===== src/wwts_pkg.sv =====
// wwts_pkg: shared widths, opcodes, register map, unit control struct
// and Q1.16 geometric weights, Q2.16 sums, for the wake-word trigger smoother.
// No dependencies.
package wwts_pkg;

  localparam int WINDOWS_DEF = 8;

  localparam int SCORE_W    = 16;
  localparam int WEIGHT_W   = 17;
  localparam int SUM_W      = 18;
  localparam int PROD_W     = SCORE_W + WEIGHT_W;
  localparam int ACC_W      = SCORE_W + SUM_W;
  localparam int STEP_W     = 4;
  localparam int HITS_W     = 4;
  localparam int TICK_W     = 16;
  localparam int DIV_STEPS  = SCORE_W;
  localparam int DIV_CNT_W  = $clog2(DIV_STEPS);
  localparam int CFG_ADDR_W = 4;
  localparam int CFG_DATA_W = 32;

  localparam logic [1:0] OP_FRAME = 2'd0;
  localparam logic [1:0] OP_TICK  = 2'd1;
  localparam logic [1:0] OP_CLEAR = 2'd2;

  localparam logic [1:0] REG_THRESHOLD = 2'd0;
  localparam logic [1:0] REG_HITS      = 2'd1;
  localparam logic [1:0] REG_COOLDOWN  = 2'd2;

  localparam logic [SCORE_W-1:0] THRESHOLD_RESET = 16'd45875;
  localparam logic [HITS_W-1:0]  HITS_RESET      = 4'd3;
  localparam logic [TICK_W-1:0]  COOLDOWN_RESET  = 16'd2000;

  typedef struct packed {
    logic              acc_clr;
    logic              mac_en;
    logic              div_load;
    logic              div_step;
    logic [STEP_W-1:0] step;
  } unit_ctl_t;

  // round(65536 * 0.6^i)
  function automatic logic [WEIGHT_W-1:0] weight_q16(input logic [STEP_W-1:0] i);
    case (i)
      4'd0:    return 17'd65536;
      4'd1:    return 17'd39322;
      4'd2:    return 17'd23593;
      4'd3:    return 17'd14156;
      4'd4:    return 17'd8493;
      4'd5:    return 17'd5096;
      4'd6:    return 17'd3058;
      4'd7:    return 17'd1835;
      4'd8:    return 17'd1101;
      4'd9:    return 17'd660;
      4'd10:   return 17'd396;
      4'd11:   return 17'd238;
      4'd12:   return 17'd143;
      4'd13:   return 17'd86;
      4'd14:   return 17'd51;
      4'd15:   return 17'd31;
      default: return 17'd0;
    endcase
  endfunction

  // sum of weights 0..last
  function automatic logic [SUM_W-1:0] weight_total(input logic [STEP_W-1:0] last);
    case (last)
      4'd0:    return 18'd65536;
      4'd1:    return 18'd104858;
      4'd2:    return 18'd128451;
      4'd3:    return 18'd142607;
      4'd4:    return 18'd151100;
      4'd5:    return 18'd156196;
      4'd6:    return 18'd159254;
      4'd7:    return 18'd161089;
      4'd8:    return 18'd162190;
      4'd9:    return 18'd162850;
      4'd10:   return 18'd163246;
      4'd11:   return 18'd163484;
      4'd12:   return 18'd163627;
      4'd13:   return 18'd163713;
      4'd14:   return 18'd163764;
      4'd15:   return 18'd163795;
      default: return 18'd65536;
    endcase
  endfunction

endpackage


===== src/wwts_unit.sv =====
// wwts_unit: shared arithmetic unit, one multiply-accumulate per cycle
// followed by a restoring divider that retires one quotient bit per cycle.
// Depends on wwts_pkg.
module wwts_unit (
  input  logic                              clk,
  input  logic                              rst,
  input  wwts_pkg::unit_ctl_t               ctl,
  input  logic [wwts_pkg::SCORE_W-1:0]      score,
  input  logic [wwts_pkg::SUM_W-1:0]        total,
  output logic [wwts_pkg::SCORE_W-1:0]      quotient
);
  import wwts_pkg::*;

  logic [PROD_W-1:0]  prod;
  logic               prod_vld;
  logic [ACC_W-1:0]   acc;
  logic [ACC_W-1:0]   num;
  logic [SUM_W-1:0]   rem;
  logic [SCORE_W-1:0] low;
  logic [SUM_W:0]     shifted;
  logic [SUM_W:0]     divisor;
  logic               ge;

  // rounding: add half the weight total before dividing
  assign num     = acc + (prod_vld ? ACC_W'(prod) : '0) + ACC_W'(total >> 1);
  assign shifted = {rem, low[SCORE_W-1]};
  assign divisor = {1'b0, total};
  assign ge      = (shifted >= divisor);

  always_ff @(posedge clk) begin
    if (rst) begin
      prod_vld <= 1'b0;
    end else begin
      prod_vld <= ctl.mac_en;
    end
  end

  always_ff @(posedge clk) begin
    if (ctl.mac_en) begin
      prod <= PROD_W'(score) * PROD_W'(weight_q16(ctl.step));
    end
    if (ctl.acc_clr) begin
      acc <= '0;
    end else if (prod_vld) begin
      acc <= acc + ACC_W'(prod);
    end
    // quotient fits in 16 bits, so the upper part starts below the divisor
    if (ctl.div_load) begin
      rem <= num[ACC_W-1:SCORE_W];
      low <= num[SCORE_W-1:0];
    end else if (ctl.div_step) begin
      rem <= ge ? SUM_W'(shifted - divisor) : shifted[SUM_W-1:0];
      low <= {low[SCORE_W-2:0], ge};
    end
  end

  assign quotient = low;

endmodule


===== src/wwts_seq.sv =====
// wwts_seq: sequencer that walks the score ring newest first through the
// shared unit, then runs the divide steps and hands over the result.
// Other items go straight to the handover. Depends on wwts_pkg.
module wwts_seq #(
  parameter  int WINDOWS = wwts_pkg::WINDOWS_DEF,
  localparam int SLOT_W  = (WINDOWS > 1) ? $clog2(WINDOWS) : 1,
  localparam int FILL_W  = $clog2(WINDOWS + 1)
) (
  input  logic                clk,
  input  logic                rst,
  input  logic                start,
  input  logic                is_frame,
  input  logic [SLOT_W-1:0]   start_slot,
  input  logic [FILL_W-1:0]   fill_level,
  input  logic                out_free,
  output logic                busy,
  output logic                fin,
  output logic [SLOT_W-1:0]   rd_slot,
  output wwts_pkg::unit_ctl_t ctl
);
  import wwts_pkg::*;

  typedef enum logic [4:0] {
    S_IDLE = 5'b00001,
    S_MAC  = 5'b00010,
    S_SUM  = 5'b00100,
    S_DIV  = 5'b01000,
    S_FIN  = 5'b10000
  } seq_state_t;

  seq_state_t           state, state_next;
  logic [FILL_W-1:0]    step, step_next;
  logic [SLOT_W-1:0]    rd, rd_next;
  logic [DIV_CNT_W-1:0] div_cnt, div_cnt_next;

  always_comb begin
    state_next   = state;
    step_next    = step;
    rd_next      = rd;
    div_cnt_next = div_cnt;
    ctl          = '0;
    fin          = 1'b0;
    case (state)
      S_IDLE: begin
        if (start) begin
          if (is_frame) begin
            state_next  = S_MAC;
            step_next   = '0;
            rd_next     = start_slot;
            ctl.acc_clr = 1'b1;
          end else begin
            state_next = S_FIN;
          end
        end
      end
      S_MAC: begin
        ctl.mac_en = 1'b1;
        ctl.step   = STEP_W'(step);
        if (step == fill_level - FILL_W'(1)) begin
          state_next = S_SUM;
        end else begin
          step_next = step + FILL_W'(1);
          rd_next   = (rd == '0) ? SLOT_W'(WINDOWS - 1) : rd - SLOT_W'(1);
        end
      end
      S_SUM: begin
        ctl.div_load = 1'b1;
        div_cnt_next = '0;
        state_next   = S_DIV;
      end
      S_DIV: begin
        ctl.div_step = 1'b1;
        if (div_cnt == DIV_CNT_W'(DIV_STEPS - 1)) begin
          state_next = S_FIN;
        end else begin
          div_cnt_next = div_cnt + DIV_CNT_W'(1);
        end
      end
      S_FIN: begin
        if (out_free) begin
          fin        = 1'b1;
          state_next = S_IDLE;
        end
      end
      default: begin
        state_next = S_IDLE;
      end
    endcase
  end

  always_ff @(posedge clk) begin
    if (rst) begin
      state   <= S_IDLE;
      step    <= '0;
      rd      <= '0;
      div_cnt <= '0;
    end else begin
      state   <= state_next;
      step    <= step_next;
      rd      <= rd_next;
      div_cnt <= div_cnt_next;
    end
  end

  assign busy    = (state != S_IDLE);
  assign rd_slot = rd;

endmodule


===== src/wake_word_trigger_smoother.sv =====
// wake_word_trigger_smoother: top level with register port, score ring,
// trigger state and result register. Depends on wwts_pkg, wwts_seq, wwts_unit.
// Frame: one multiply-accumulate per filled ring entry, then 16 divide steps in
//   the shared unit, before the result is registered.
// Tick, clear, unused opcode: no ring walk, result registered from S_FIN.
// One item at a time: next item taken the cycle after its result is loaded.
// Reset (rst, synchronous) clears trigger state and restores register defaults.
module wake_word_trigger_smoother #(
  parameter  int WINDOWS = wwts_pkg::WINDOWS_DEF,
  localparam int SLOT_W  = (WINDOWS > 1) ? $clog2(WINDOWS) : 1,
  localparam int FILL_W  = $clog2(WINDOWS + 1)
) (
  input  logic                              clk,
  input  logic                              rst,
  input  logic                              psel,
  input  logic                              penable,
  input  logic                              pwrite,
  input  logic [wwts_pkg::CFG_ADDR_W-1:0]   paddr,
  input  logic [wwts_pkg::CFG_DATA_W-1:0]   pwdata,
  output logic [wwts_pkg::CFG_DATA_W-1:0]   prdata,
  output logic                              pready,
  input  logic                              item_valid,
  output logic                              item_stall,
  input  logic [1:0]                        opcode,
  input  logic [wwts_pkg::SCORE_W-1:0]      class_score,
  output logic                              result_valid,
  input  logic                              result_stall,
  output logic                              fired,
  output logic [wwts_pkg::SCORE_W-1:0]      avg_score,
  output logic [wwts_pkg::HITS_W-1:0]       hit_run,
  output logic                              cooling_down
);
  import wwts_pkg::*;

  logic [SCORE_W-1:0] score_threshold;
  logic [HITS_W-1:0]  hits_required;
  logic [TICK_W-1:0]  cooldown_ticks;

  logic [SCORE_W-1:0] score_ring [WINDOWS];
  logic [SLOT_W-1:0]  write_slot;
  logic [FILL_W-1:0]  fill_level;
  logic [HITS_W-1:0]  hit_counter, hit_counter_next;
  logic               cooldown_flag, cooldown_flag_next;
  logic [TICK_W-1:0]  cooldown_elapsed, cooldown_elapsed_next;
  logic               fire_next;
  logic               blocked;
  logic               op_frame;

  logic               cfg_wr;
  logic               accept;
  logic               out_free;
  logic               busy;
  logic               fin;
  logic [SLOT_W-1:0]  rd_slot;
  unit_ctl_t          ctl;
  logic [SCORE_W-1:0] quotient;
  logic [SUM_W-1:0]   total;

  assign pready   = 1'b1;
  assign cfg_wr   = psel && penable && pwrite && pready;
  assign accept   = item_valid && !item_stall;
  assign out_free = !result_valid || !result_stall;
  assign item_stall = busy;
  assign total    = weight_total(STEP_W'(fill_level - FILL_W'(1)));

  // register port
  always_ff @(posedge clk) begin
    if (rst) begin
      score_threshold <= THRESHOLD_RESET;
      hits_required   <= HITS_RESET;
      cooldown_ticks  <= COOLDOWN_RESET;
    end else if (cfg_wr) begin
      case (paddr[CFG_ADDR_W-1:2])
        REG_THRESHOLD: score_threshold <= pwdata[SCORE_W-1:0];
        REG_HITS:      hits_required   <= pwdata[HITS_W-1:0];
        REG_COOLDOWN:  cooldown_ticks  <= pwdata[TICK_W-1:0];
        default: ;
      endcase
    end
  end

  always_comb begin
    case (paddr[CFG_ADDR_W-1:2])
      REG_THRESHOLD: prdata = CFG_DATA_W'(score_threshold);
      REG_HITS:      prdata = CFG_DATA_W'(hits_required);
      REG_COOLDOWN:  prdata = CFG_DATA_W'(cooldown_ticks);
      default:       prdata = '0;
    endcase
  end

  wwts_seq #(
    .WINDOWS(WINDOWS)
  ) u_seq (
    .clk        (clk),
    .rst        (rst),
    .start      (accept),
    .is_frame   (opcode == OP_FRAME),
    .start_slot (write_slot),
    .fill_level (fill_level),
    .out_free   (out_free),
    .busy       (busy),
    .fin        (fin),
    .rd_slot    (rd_slot),
    .ctl        (ctl)
  );

  wwts_unit u_unit (
    .clk      (clk),
    .rst      (rst),
    .ctl      (ctl),
    .score    (score_ring[rd_slot]),
    .total    (total),
    .quotient (quotient)
  );

  // hit test and trigger decision, applied when a frame result is loaded with the ring full
  always_comb begin
    hit_counter_next      = hit_counter;
    cooldown_flag_next    = cooldown_flag;
    cooldown_elapsed_next = cooldown_elapsed;
    fire_next             = 1'b0;
    blocked               = 1'b0;
    if (op_frame && (fill_level == FILL_W'(WINDOWS))) begin
      if (cooldown_flag) begin
        if (cooldown_elapsed < cooldown_ticks) begin
          blocked = 1'b1;
        end else begin
          cooldown_flag_next = 1'b0;
          hit_counter_next   = '0;
        end
      end
      if (!blocked) begin
        if (quotient >= score_threshold) begin
          if (hit_counter_next != '1) begin
            hit_counter_next = hit_counter_next + HITS_W'(1);
          end
        end else begin
          hit_counter_next = '0;
        end
        if (hit_counter_next >= hits_required) begin
          fire_next             = 1'b1;
          cooldown_flag_next    = 1'b1;
          cooldown_elapsed_next = '0;
          hit_counter_next      = '0;
        end
      end
    end
  end

  always_ff @(posedge clk) begin
    if (rst) begin
      write_slot       <= '0;
      fill_level       <= '0;
      hit_counter      <= '0;
      cooldown_flag    <= 1'b0;
      cooldown_elapsed <= '0;
      result_valid     <= 1'b0;
    end else begin
      if (accept) begin
        case (opcode)
          OP_FRAME: begin
            write_slot <= (write_slot == SLOT_W'(WINDOWS - 1)) ? '0 : write_slot + SLOT_W'(1);
            if (fill_level != FILL_W'(WINDOWS)) begin
              fill_level <= fill_level + FILL_W'(1);
            end
          end
          OP_TICK: begin
            if (cooldown_flag && (cooldown_elapsed != '1)) begin
              cooldown_elapsed <= cooldown_elapsed + TICK_W'(1);
            end
          end
          OP_CLEAR: begin
            write_slot       <= '0;
            fill_level       <= '0;
            hit_counter      <= '0;
            cooldown_flag    <= 1'b0;
            cooldown_elapsed <= '0;
          end
          default: ;
        endcase
      end
      if (fin) begin
        hit_counter      <= hit_counter_next;
        cooldown_flag    <= cooldown_flag_next;
        cooldown_elapsed <= cooldown_elapsed_next;
      end
      if (fin) begin
        result_valid <= 1'b1;
      end else if (!result_stall) begin
        result_valid <= 1'b0;
      end
    end
  end

  // ring entries are only read once written since the last clear
  always_ff @(posedge clk) begin
    if (accept && (opcode == OP_FRAME)) begin
      score_ring[write_slot] <= class_score;
    end
    if (accept) begin
      op_frame <= (opcode == OP_FRAME);
    end
    if (fin) begin
      fired        <= fire_next;
      avg_score    <= op_frame ? quotient : '0;
      hit_run      <= hit_counter_next;
      cooling_down <= cooldown_flag_next;
    end
  end

  a_busy_after_transfer: assert property (@(posedge clk) disable iff (rst)
    accept |=> item_stall)
    else $error("input not held off while an item is in work");

  a_fill_bound: assert property (@(posedge clk) disable iff (rst)
    fill_level <= FILL_W'(WINDOWS))
    else $error("fill level beyond ring depth");

  a_fire_state: assert property (@(posedge clk) disable iff (rst)
    (result_valid && fired) |-> (cooling_down && (hit_run == '0)))
    else $error("trigger without cooldown or with live hit run");

endmodule

===== config.mk =====
export PLATFORM = sky130hd
export DESIGN_NAME = wake_word_trigger_smoother
export DESIGN_NICKNAME = d
export VERILOG_FILES = /design/src/wwts_pkg.sv /design/src/wwts_unit.sv /design/src/wwts_seq.sv /design/src/wake_word_trigger_smoother.sv
export SDC_FILE = /design/constraint.sdc
export NUM_CORES = 1
export LEC_CHECK = 0
export BUFFER_PORTS_ARGS = -buffer_cell sky130_fd_sc_hd__buf_4
export CORE_UTILIZATION = 55
export CTS_BUF_LIST = sky130_fd_sc_hd__clkbuf_4
export CTS_CLUSTER_DIAMETER = 40
export DETAILED_ROUTE_END_ITERATION = 6
export PLACE_DENSITY = 0.82
export SLEW_MARGIN = 20
export SYNTH_ARGS = -nofsm -noshare
export SYNTH_HDL_FRONTEND = slang
export SYNTH_HIERARCHICAL = 1
export SYNTH_SLANG_ARGS = --single-unit

===== constraint.sdc =====
create_clock -name clk -period 18.3 [get_ports clk]
set_input_delay 2.745 -clock clk [delete_from_list [all_inputs] [get_ports clk]]
set_output_delay 2.745 -clock clk [all_outputs]
set_load 0.01 [all_outputs]

=== Yosys cells after proc, flatten, opt, wreduce, memory -nomap -nowiden ===
Memory sizes are Yosys's and may differ from the RTL's. A register that Yosys moved wholly into a read port is not among the register bits.
Index checks and enable logic that the tools add are counted.

* Bits in registers: 206
* Memory bits (writable): 128
* Bits in read-only memories: 560
* Input bits: 61
* Output and inout bits: 57
* Memories kept: 3

{| class="wikitable"
|+ Memory list
! memory !! words !! bits a word !! read ports !! clocked after Yosys merged registers in !! write ports !! RTL line !! source
|-
| (no name shown) || 16 || 18 || 1 || 0 || 0 || wwts_pkg.sv:66 || <nowiki>case (last)</nowiki>
|-
| (no name shown) || 16 || 17 || 1 || 0 || 0 || wwts_pkg.sv:43 || <nowiki>case (i)</nowiki>
|-
| score_ring || 8 || 16 || 1 || 1 || 1 || wake_word_trigger_smoother.sv:39 || <nowiki>logic [SCORE_W-1:0] score_ring [WINDOWS];</nowiki>
|}

* Add/subtract/negate cells: 12
* Multiply operators: 1
* Order comparisons: 4
* Equal/unequal tests: 30
* Muxes and demuxes: 74
* Bitwise gates (word level): 1
* Reduce and logical (&&, ||, !) cells: 31

{| class="wikitable"
|+ Operators by type and width
! operator !! number
|-
| 16-bit 2-to-1 mux || 8
|-
| 4-bit 2-to-1 mux || 19
|-
| 18-bit 2-to-1 mux || 3
|-
| 16-bit one-hot mux with 3 select lines || 1
|-
| 34-bit by 17-bit adder with 34-bit output || 1
|-
| 34-bit by 33-bit adder with 34-bit output || 1
|-
| 34-bit adder || 1
|-
| 16-bit by 17-bit multiplier with 33-bit output || 1
|-
| 33-bit 2-to-1 mux || 1
|-
| 16-bit one-hot mux with 2 select lines || 1
|-
| 5-bit 2-to-1 mux || 5
|-
| 5-bit one-hot mux with 5 select lines || 1
|-
| 4-bit one-hot mux with 2 select lines || 3
|-
| 1-bit 2-to-1 mux || 22
|-
| 3-bit 2-to-1 mux || 7
|-
| 19-bit by 18-bit greater-or-equal comparator with 1-bit output || 1
|-
| 18-bit subtractor || 1
|-
| 17-bit 2-to-1 mux || 1
|-
| 16-bit by 1-bit adder with 16-bit output (second input constant) || 1
|-
| 4-bit by 1-bit adder with 4-bit output (second input constant) || 4
|-
| 16-bit greater-or-equal comparator || 1
|-
| 16-bit < comparator || 1
|-
| 16-bit != test (second input constant) || 1
|-
| 2-bit by 1-bit != test with 1-bit output (second input constant) || 6
|-
| 32 further kinds || 61
|}

=== Logic depth before layout (Yosys ltp) ===
Gate-level depths: netlist (run 1).

* Depth after elaboration: 14
* Depth in mapped cells: 34
* Gate-level depth less buffers: 34

=== Modules after synthesis ===
Netlist (run 1), hierarchy kept.

{| class="wikitable"
|+ By module, submodules not included
! module !! times used !! cells an instance !! area each (µm²) !! seq. area each (µm²)
|-
| wwts_unit || 1 || 1,944 || 17,640.7 || 2,712.6
|-
| wake_word_trigger_smoother || 1 || 873 || 10,363.7 || 5,835.6
|-
| wwts_seq || 1 || 108 || 984.7 || 320.3
|}

=== Worst setup path after synthesis (run 1) ===
OpenSTA, ideal clock, no wires.

* Path kind: register -> register
* Start: register u_seq.state[3]
* End: register u_unit.prod[29], data pin
* Library setup time: 0.180 ns
* Arrival time: 7.606 ns
* Required time: 18.120 ns
* Slack: 10.514 ns
* Stages on the path, launching flop included: 28
* Buffers on the path: 1
* Period minus slack after synthesis: 7.786 ns
* Path through: dfxtp_1 nor3_4 nand3b_4 clkinv_4 and2_1 inv_1 ha_1 nor2b_1 o31ai_1 clkbuf_1 nand2_1 fa_1 fa_1 fa_1 fa_1 inv_1 fa_1 fa_1 ha_1 a21o_1 a2111oi_2 o21ai_2 a21oi_2 o21ai_1 a221oi_2 inv_2 a2111o_1 o311ai_1

{| class="wikitable"
|+ RTL lines
! item !! RTL line !! source
|-
| start: declaration || wwts_seq.sv:31 || <nowiki>seq_state_t state, state_next;</nowiki>
|-
| start signal: assignment || wwts_seq.sv:98 || <nowiki>state <= state_next;</nowiki>
|-
| end signal: assignment || wwts_unit.sv:40 || <nowiki>prod <= PROD_W'(score) * PROD_W'(weight_q16(ctl.step));</nowiki>
|-
| end: declaration || wwts_unit.sv:14 || <nowiki>logic [PROD_W-1:0] prod;</nowiki>
|}

==> results.toml, run 1 <==
[timing]
max_freq_mhz = 110
max_slew_headroom = 0.282
final_period_minus_worst_setup_slack_ns = 9.13
transition_at_the_pin_with_the_smallest_max_transition_slack_ns = 1.06
crit_share_post_route = 0.499
whs_ns = 0.487
setup_tns_ns = 0
final-max-slew-violation-count = 0
finalSetupViolCount = 0
finalWorstSetupSlack_ns = 9.17
hold_violations = 0
grt_setup_unrepaired = "false"
clock-skew-final_ns = 0.102

[worst_setup_path]
timing.critical_path.arrival_ns = 9.65
setup.worst_path.start = "u_seq/state[3]"
setup.worst_path.class = "reg -> reg"
path_depth = 29
slowest_stage = "o41ai_1"
timing.critical_path.to = "u_unit/prod[28]"
critical-path-top-cell-by-count = "fa_1"
crit_path_start_kind = "register"
cp.buffers_inverters = 5
setup_slack_on_the_worst_flop_to_flop_path_ns = 9.17
slowest_delay_ns = 0.81
sort_of_element_at_the_end_of_the_critical_path = "register"
endpoint_of_the_lowest_slack_register_to_register_path = "u_unit/prod[28]"
critical_path_peak_fanout = 43
worstReg2RegStart = "u_seq/state[3]"
ff2ff_path_depth = 29
timing.critical_path.required_ns = 18.82
worst_path_dominant_cell_family = "adder cells"

[pwr]
power_switching_share = 0.377
leakagePower_nw = 14.0
switching_power_mw = 1.01
totalPowerFinal_mw = 2.69
vdd_ir_drop_max_mv = 0.0808
cellPowerDensity_nw_per_um2 = 85.7
comb_power_share = 0.399
sequentialPowerShare = 0.340
clock_power_share = 0.261
internal_mw = 1.68

[detailed_routing]
num_vias = 21700
totalWireLength_um = 66600
detailedRoute.firstIterationViolations = 1230
post_drt_antenna_nets = 0
drc_errors = 0
wire_per_inst_um = 17.7
first_pass_iters = 7
route.detailed.vias_per_inst = 5.75

[clocking]
clk_transition_reported_paths_ns = 0.07
numClockSinks = 334
ctsResizeCount = 0
cts-root-buf = "clkbuf_4"
cts_hold_buffers = 0
postCtsSetupRepairBufs = 0
htreeDepth = 3
cts_made_buffers = 92
clk-insertion-delay-late_ns = 0.87
tritoncts = "built"
clk_buf_depth = 3

[synth]
post-synth-top-count-cell = "inv_1"
synth_commonest_cells = "inv_1, nand2_1, ha_1"
postSynth.asyncResetShare = 0
synthCells = 2925
synthTopCellsByArea = "edfxtp_1, fa_1, ha_1, dfxtp_1, inv_1"
synth.area.mux_share = 0.0579
mappedNetlistArea_um2 = 29000
synth-edff-count = 218
synth_area_in_simple_gates = 0.148
synth.yosys.seq_area_share = 0.306
adder_cell_share_of_the_synthesized_area = 0.272
fraction_of_the_mapped_netlist_area_in_compound_gates = 0.118
yosys_register_bits = 334
portion_of_synthesized_cell_area_occupied_by_the_leading_cell_type = 0.226
postSynth.topFlopCell = "edfxtp_1"
synthesis.area_per_instance_um2 = 9.91
synth_warnings = 6
synth.distinct_cells = 101
yosys.area.top_type = "edfxtp_1"
post_synth_xor_area_fraction = 0.0340
synth_top_family_by_area = "adder cells"

[grt]
gr-usage-met1 = 0.307
grt_start_max_net_pins = 76
remaining_global_route_overflow = 0
grt_pass1_wl_um = 110000
grt_use_met3 = 0.0374
grt.total_usage = 0.254
global_route.peak_usage_layer = "met2"
use_met2 = 0.451
number_of_antenna_violations_at_the_first_check_in_global_routing = 1
grt_pass1_vias = 22600

[finish]
layout-area-overhead-vs-synth_pct = 8.35
finish.instance_area_um2 = 31400
post_route_cells_drive_above_1_share = 0.119
finish.cell_count_without_fillers = 3773
fin_util = 0.607
finalNetCount = 3571

[status]
status = "finished clean"

[floorplan]
initial_core_util = 0.561
horizontal_die_dimension_um = 232
floorplan.io_pins = 118
floorplan.rows = 83
core-area_um2 = 51700
dieArea_um2 = 53600
die-height_um = 232

[place]
place_hpwl_um = 50500
port_buffers = 82
dpl.cell_count = 3602
globalplace.congestion = 0.893
pre_cts_ws_ns = 9.32
dpl_cell_area_um2 = 30200

[flow_run]
max-cap-violations = 0

[hold_path]
hold_path.class = "reg -> reg"
per-layer routing:
metal	vias up	part of all wire
li1	10300	-
met1	10600	0.41
met2	692	0.50
met3	175	0.056
met4	0	0.035
met5	-	0
cell families (layout without fill, tap and decap cells):
kind of cell | count (synthesis) | in the layout
XOR/XNOR | 111 | 111
other | 2 | 18
buffers and inverters | 459 | 611
AND/OR/NAND/NOR | 883 | 883
flip-flops | 334 | 334
adder cells (fa/ha/maj) | 494 | 494
AO/OA/AOI/OAI | 520 | 520
multiplexers | 122 | 122
worst register-to-register path: cells and delay by family, from the launching register on:
kind / cells / cell delay, ns
adder cells (fa/ha/maj): 8 / 3.73
AO/OA/AOI/OAI: 9 / 2.73
AND/OR/NAND/NOR: 6 / 1.21
buffers and inverters: 5 / 0.63
flip-flops: 1 / 0.44
XOR/XNOR: 1 / 0.09
area by class of cell:
class | count | area [µm²]
fillers | 4248 | 20300
clock inverters | 45 | 300
flip-flops and latches | 334 | 8870
multi-input cells | 2147 | 18400
diodes | 1 | 2.50
repair buffers | 105 | 788
well taps | 680 | 851
inverters | 336 | 1270
clock buffers | 125 | 938
power by group through the flow:
stage	Sequential, mW	Combinational, mW	Clock (mW)
6_report	0.916	1.07	0.703
5_1_grt	0.922	1.19	0.760
4_1_cts	0.915	1.07	0.723
3_5_place_dp	0.931	1.06	0
3_3_place_gp	0.927	1.02	0
2_1_floorplan	0.911	0.829	0
cell usage in the layout (no fill, tap or decap), drive strengths merged, types with 35 or more instances in the layout:
cell type / synthesis / layout
clkinv: 3 / 41
nand3: 41 / 41
xnor2: 69 / 69
and2: 164 / 164
fa: 228 / 228
o21ai: 101 / 101
nand2: 318 / 318
dfxtp: 116 / 116
nor2: 171 / 171
edfxtp: 218 / 218
nor3: 35 / 35
mux2: 36 / 36
a21o: 61 / 61
mux2i: 53 / 53
a21oi: 170 / 170
ha: 266 / 266
clkbuf: 89 / 125
and3: 36 / 36
xor2: 41 / 41
inv: 333 / 337
buf: 34 / 105
state kept, by name, indices dropped and copies added, names as in the netlist, 5 cells and up:
register,count
cooldown_elapsed,16
avg_score,16
u_unit/quotient,16
cooldown_ticks,16
u_unit/acc,34
u_unit/prod,33
score_ring,128
score_threshold,16
u_seq/state,5
u_unit/rem,18
worst min-delay path by stage:
stage / depth (start not counted) / slack [ns] / start / end
2_1_floorplan: 2 / 0.45 / u_seq/div_cnt[1] / u_seq/div_cnt[1]
3_3_place_gp: 2 / 0.46 / cooldown_ticks[14] / cooldown_ticks[14]
3_5_place_dp: 2 / 0.47 / score_threshold[3] / score_threshold[3]
4_1_cts: 2 / 0.48 / score_threshold[3] / score_threshold[3]
5_1_grt: 2 / 0.50 / score_threshold[6] / score_threshold[6]
6_report: 2 / 0.49 / score_threshold[2] / score_threshold[2]
Note: power is estimated with default switching activity, not from simulation.
==> run 2, diff against run 1 <==
clock period = 9.5 ns   (was 18.3 ns; I/O delays follow)
==> run 2 against run 1 <==
  * Worst hold slack lost 0.0046 ns
  * Global-route usage up 0.32 points
  * Wire length increased by 1.0%
  * Count of clock-buffer cells in the layout unchanged
==> results.toml, run 2 (synthesized netlist as in run 1, its figures left out) <==
[status]
status = "finished clean"

[grt]
grt_pass1_vias = 22600
number_of_antenna_violations_at_the_first_check_in_global_routing = 2
grt_use_met3 = 0.0423
global_route.peak_usage_layer = "met2"
grt_start_max_net_pins = 76
grt_pass1_wl_um = 111000
remaining_global_route_overflow = 0
use_met2 = 0.445
gr-usage-met1 = 0.312
grt.total_usage = 0.257

[worst_setup_path]
timing.critical_path.arrival_ns = 9.19
timing.critical_path.required_ns = 10.06
ff2ff_path_depth = 30
crit_path_start_kind = "register"
slowest_delay_ns = 0.55
critical_path_peak_fanout = 18
sort_of_element_at_the_end_of_the_critical_path = "register"
endpoint_of_the_lowest_slack_register_to_register_path = "u_unit/prod[29]"
setup_slack_on_the_worst_flop_to_flop_path_ns = 0.88
slowest_stage = "fa_1"
critical-path-top-cell-by-count = "fa_1"
setup.worst_path.class = "reg -> reg"
worstReg2RegStart = "u_seq/state[3]"

[timing]
setup_tns_ns = 0
grt_setup_unrepaired = "false"
finalWorstSetupSlack_ns = 0.877
finalSetupViolCount = 0
final-max-slew-violation-count = 0
final_period_minus_worst_setup_slack_ns = 8.62
max_slew_headroom = 0.277
clock-skew-final_ns = 0.0681
transition_at_the_pin_with_the_smallest_max_transition_slack_ns = 1.07
max_freq_mhz = 116
crit_share_post_route = 0.908
hold_violations = 0

[detailed_routing]
num_vias = 21900
drc_errors = 0
detailedRoute.firstIterationViolations = 1513
first_pass_iters = 5
wire_per_inst_um = 17.9
totalWireLength_um = 67300
post_drt_antenna_nets = 0
route.detailed.vias_per_inst = 5.81

[clocking]
htreeDepth = 3
cts-root-buf = "clkbuf_4"
cts_made_buffers = 89
clk_transition_reported_paths_ns = 0.06
tritoncts = "built"
cts_hold_buffers = 0
ctsResizeCount = 0
clk-insertion-delay-late_ns = 0.84
postCtsSetupRepairBufs = 0
numClockSinks = 334
clk_buf_depth = 3

[floorplan]
initial_core_util = 0.561
core-area_um2 = 51700
floorplan.io_pins = 118
horizontal_die_dimension_um = 232
die-height_um = 232
floorplan.rows = 83
dieArea_um2 = 53600

[hold_path]
hold_path.startpoint = "score_threshold[3]"
whs_path_depth = 2
min_to = "score_threshold[3]"
hold_path.class = "reg -> reg"

[finish]
layout.cells.most_common = "inv_1"
finalNetCount = 3574
registers.top_by_ff_count = "score_ring"
largest_register_ffs = 128
finish.cell_count_without_fillers = 3765
post_route_cells_drive_above_1_share = 0.120
finish.instance_area_um2 = 31400
layout.cells.most_common_list = "inv_1, nand2_1, ha_1"
largest_registers = "score_ring: 128 flops, u_unit/acc: 34 flops, u_unit/prod: 33 flops"
fillers = 4183
layout-area-overhead-vs-synth_pct = 8.28

[place]
dpl.cell_count = 3608
port_buffers = 82
dpl_cell_area_um2 = 30200
place_hpwl_um = 50700
globalplace.congestion = 0.906
pre_cts_ws_ns = 0.953

[pwr]
vdd_ir_drop_max_mv = 0.114
cellPowerDensity_nw_per_um2 = 164
leakagePower_nw = 13.9

[flow_run]
max-cap-violations = 0
[run 2: cell count changes in the layout (fill, tap and decap cells not counted), sizes merged]
cell	previous run	this run
clkinvlp	0	1
inv	337	336
buf	105	111
clkinv	41	26
diode	1	2
[run 2: worst max path at each step]
stage                              start              end  slack (ns)  depth (start not counted)
after floorplan           u_seq/state[3]  u_unit/prod[29]        1.71                         27
after CTS                 u_seq/state[3]  u_unit/prod[32]        0.80                         32
final                     u_seq/state[3]  u_unit/prod[29]        0.88                         30
after global routing      u_seq/state[3]  u_unit/prod[32]        0.36                         30
after detailed placement  u_seq/state[3]  u_unit/prod[32]        0.95                         32
after global placement    u_seq/state[3]  u_unit/prod[32]        1.14                         32
[run 2: area by class of cell]
| type | instances | area (µm²) | share of cell area |
|---|---|---|---|
| clock buffer | 125 | 938 | 0.0299 |
| clock inverter | 30 | 221 | 0.00706 |
| tap | 680 | 851 | 0.0271 |
| inverter | 336 | 1270 | 0.0404 |
| antenna | 2 | 5.00 | 0.000159 |
| multi-input combinational | 2147 | 18400 | 0.586 |
| sequential | 334 | 8870 | 0.283 |
| timing repair buffer | 111 | 846 | 0.0269 |
[run 2: critical path, delay by kind of cell, from the launching register on]
kind | cells | cell delay [ns]
DFF | 1 | 0.37
and+or+nand+nor | 6 | 1.37
adders and majority gates | 7 | 3.33
buffers and inverters | 7 | 0.87
AOI/OAI and AO/OA | 10 | 2.44
[run 2: report_power, final]
part | internal [mW] | leakage, nW | switching [mW]
clock | 0.692 | 0.682 | 0.611
combinational | 0.873 | 10.4 | 1.21
sequential | 1.65 | 2.89 | 0.108
[run 2: routing by layer]
metal | part of all wire | up-vias | wire [µm]
met2 | 0.49 | 821 | 33200
li1 | - | 10200 | -
met5 | 0 | - | 0
met3 | 0.062 | 207 | 4160
met1 | 0.40 | 10600 | 27200
met4 | 0.041 | 0 | 2750
[run 2: per-stage QoR]
step	total power, mW	hold slack (ns)	util
2_1_floorplan	3.35	0.446	-
3_3_place_gp	3.74	0.457	0.584
3_5_place_dp	3.83	0.468	0.584
4_1_cts	5.15	0.482	0.607
5_1_grt	5.48	0.501	0.607
6_report	5.15	0.483	0.607
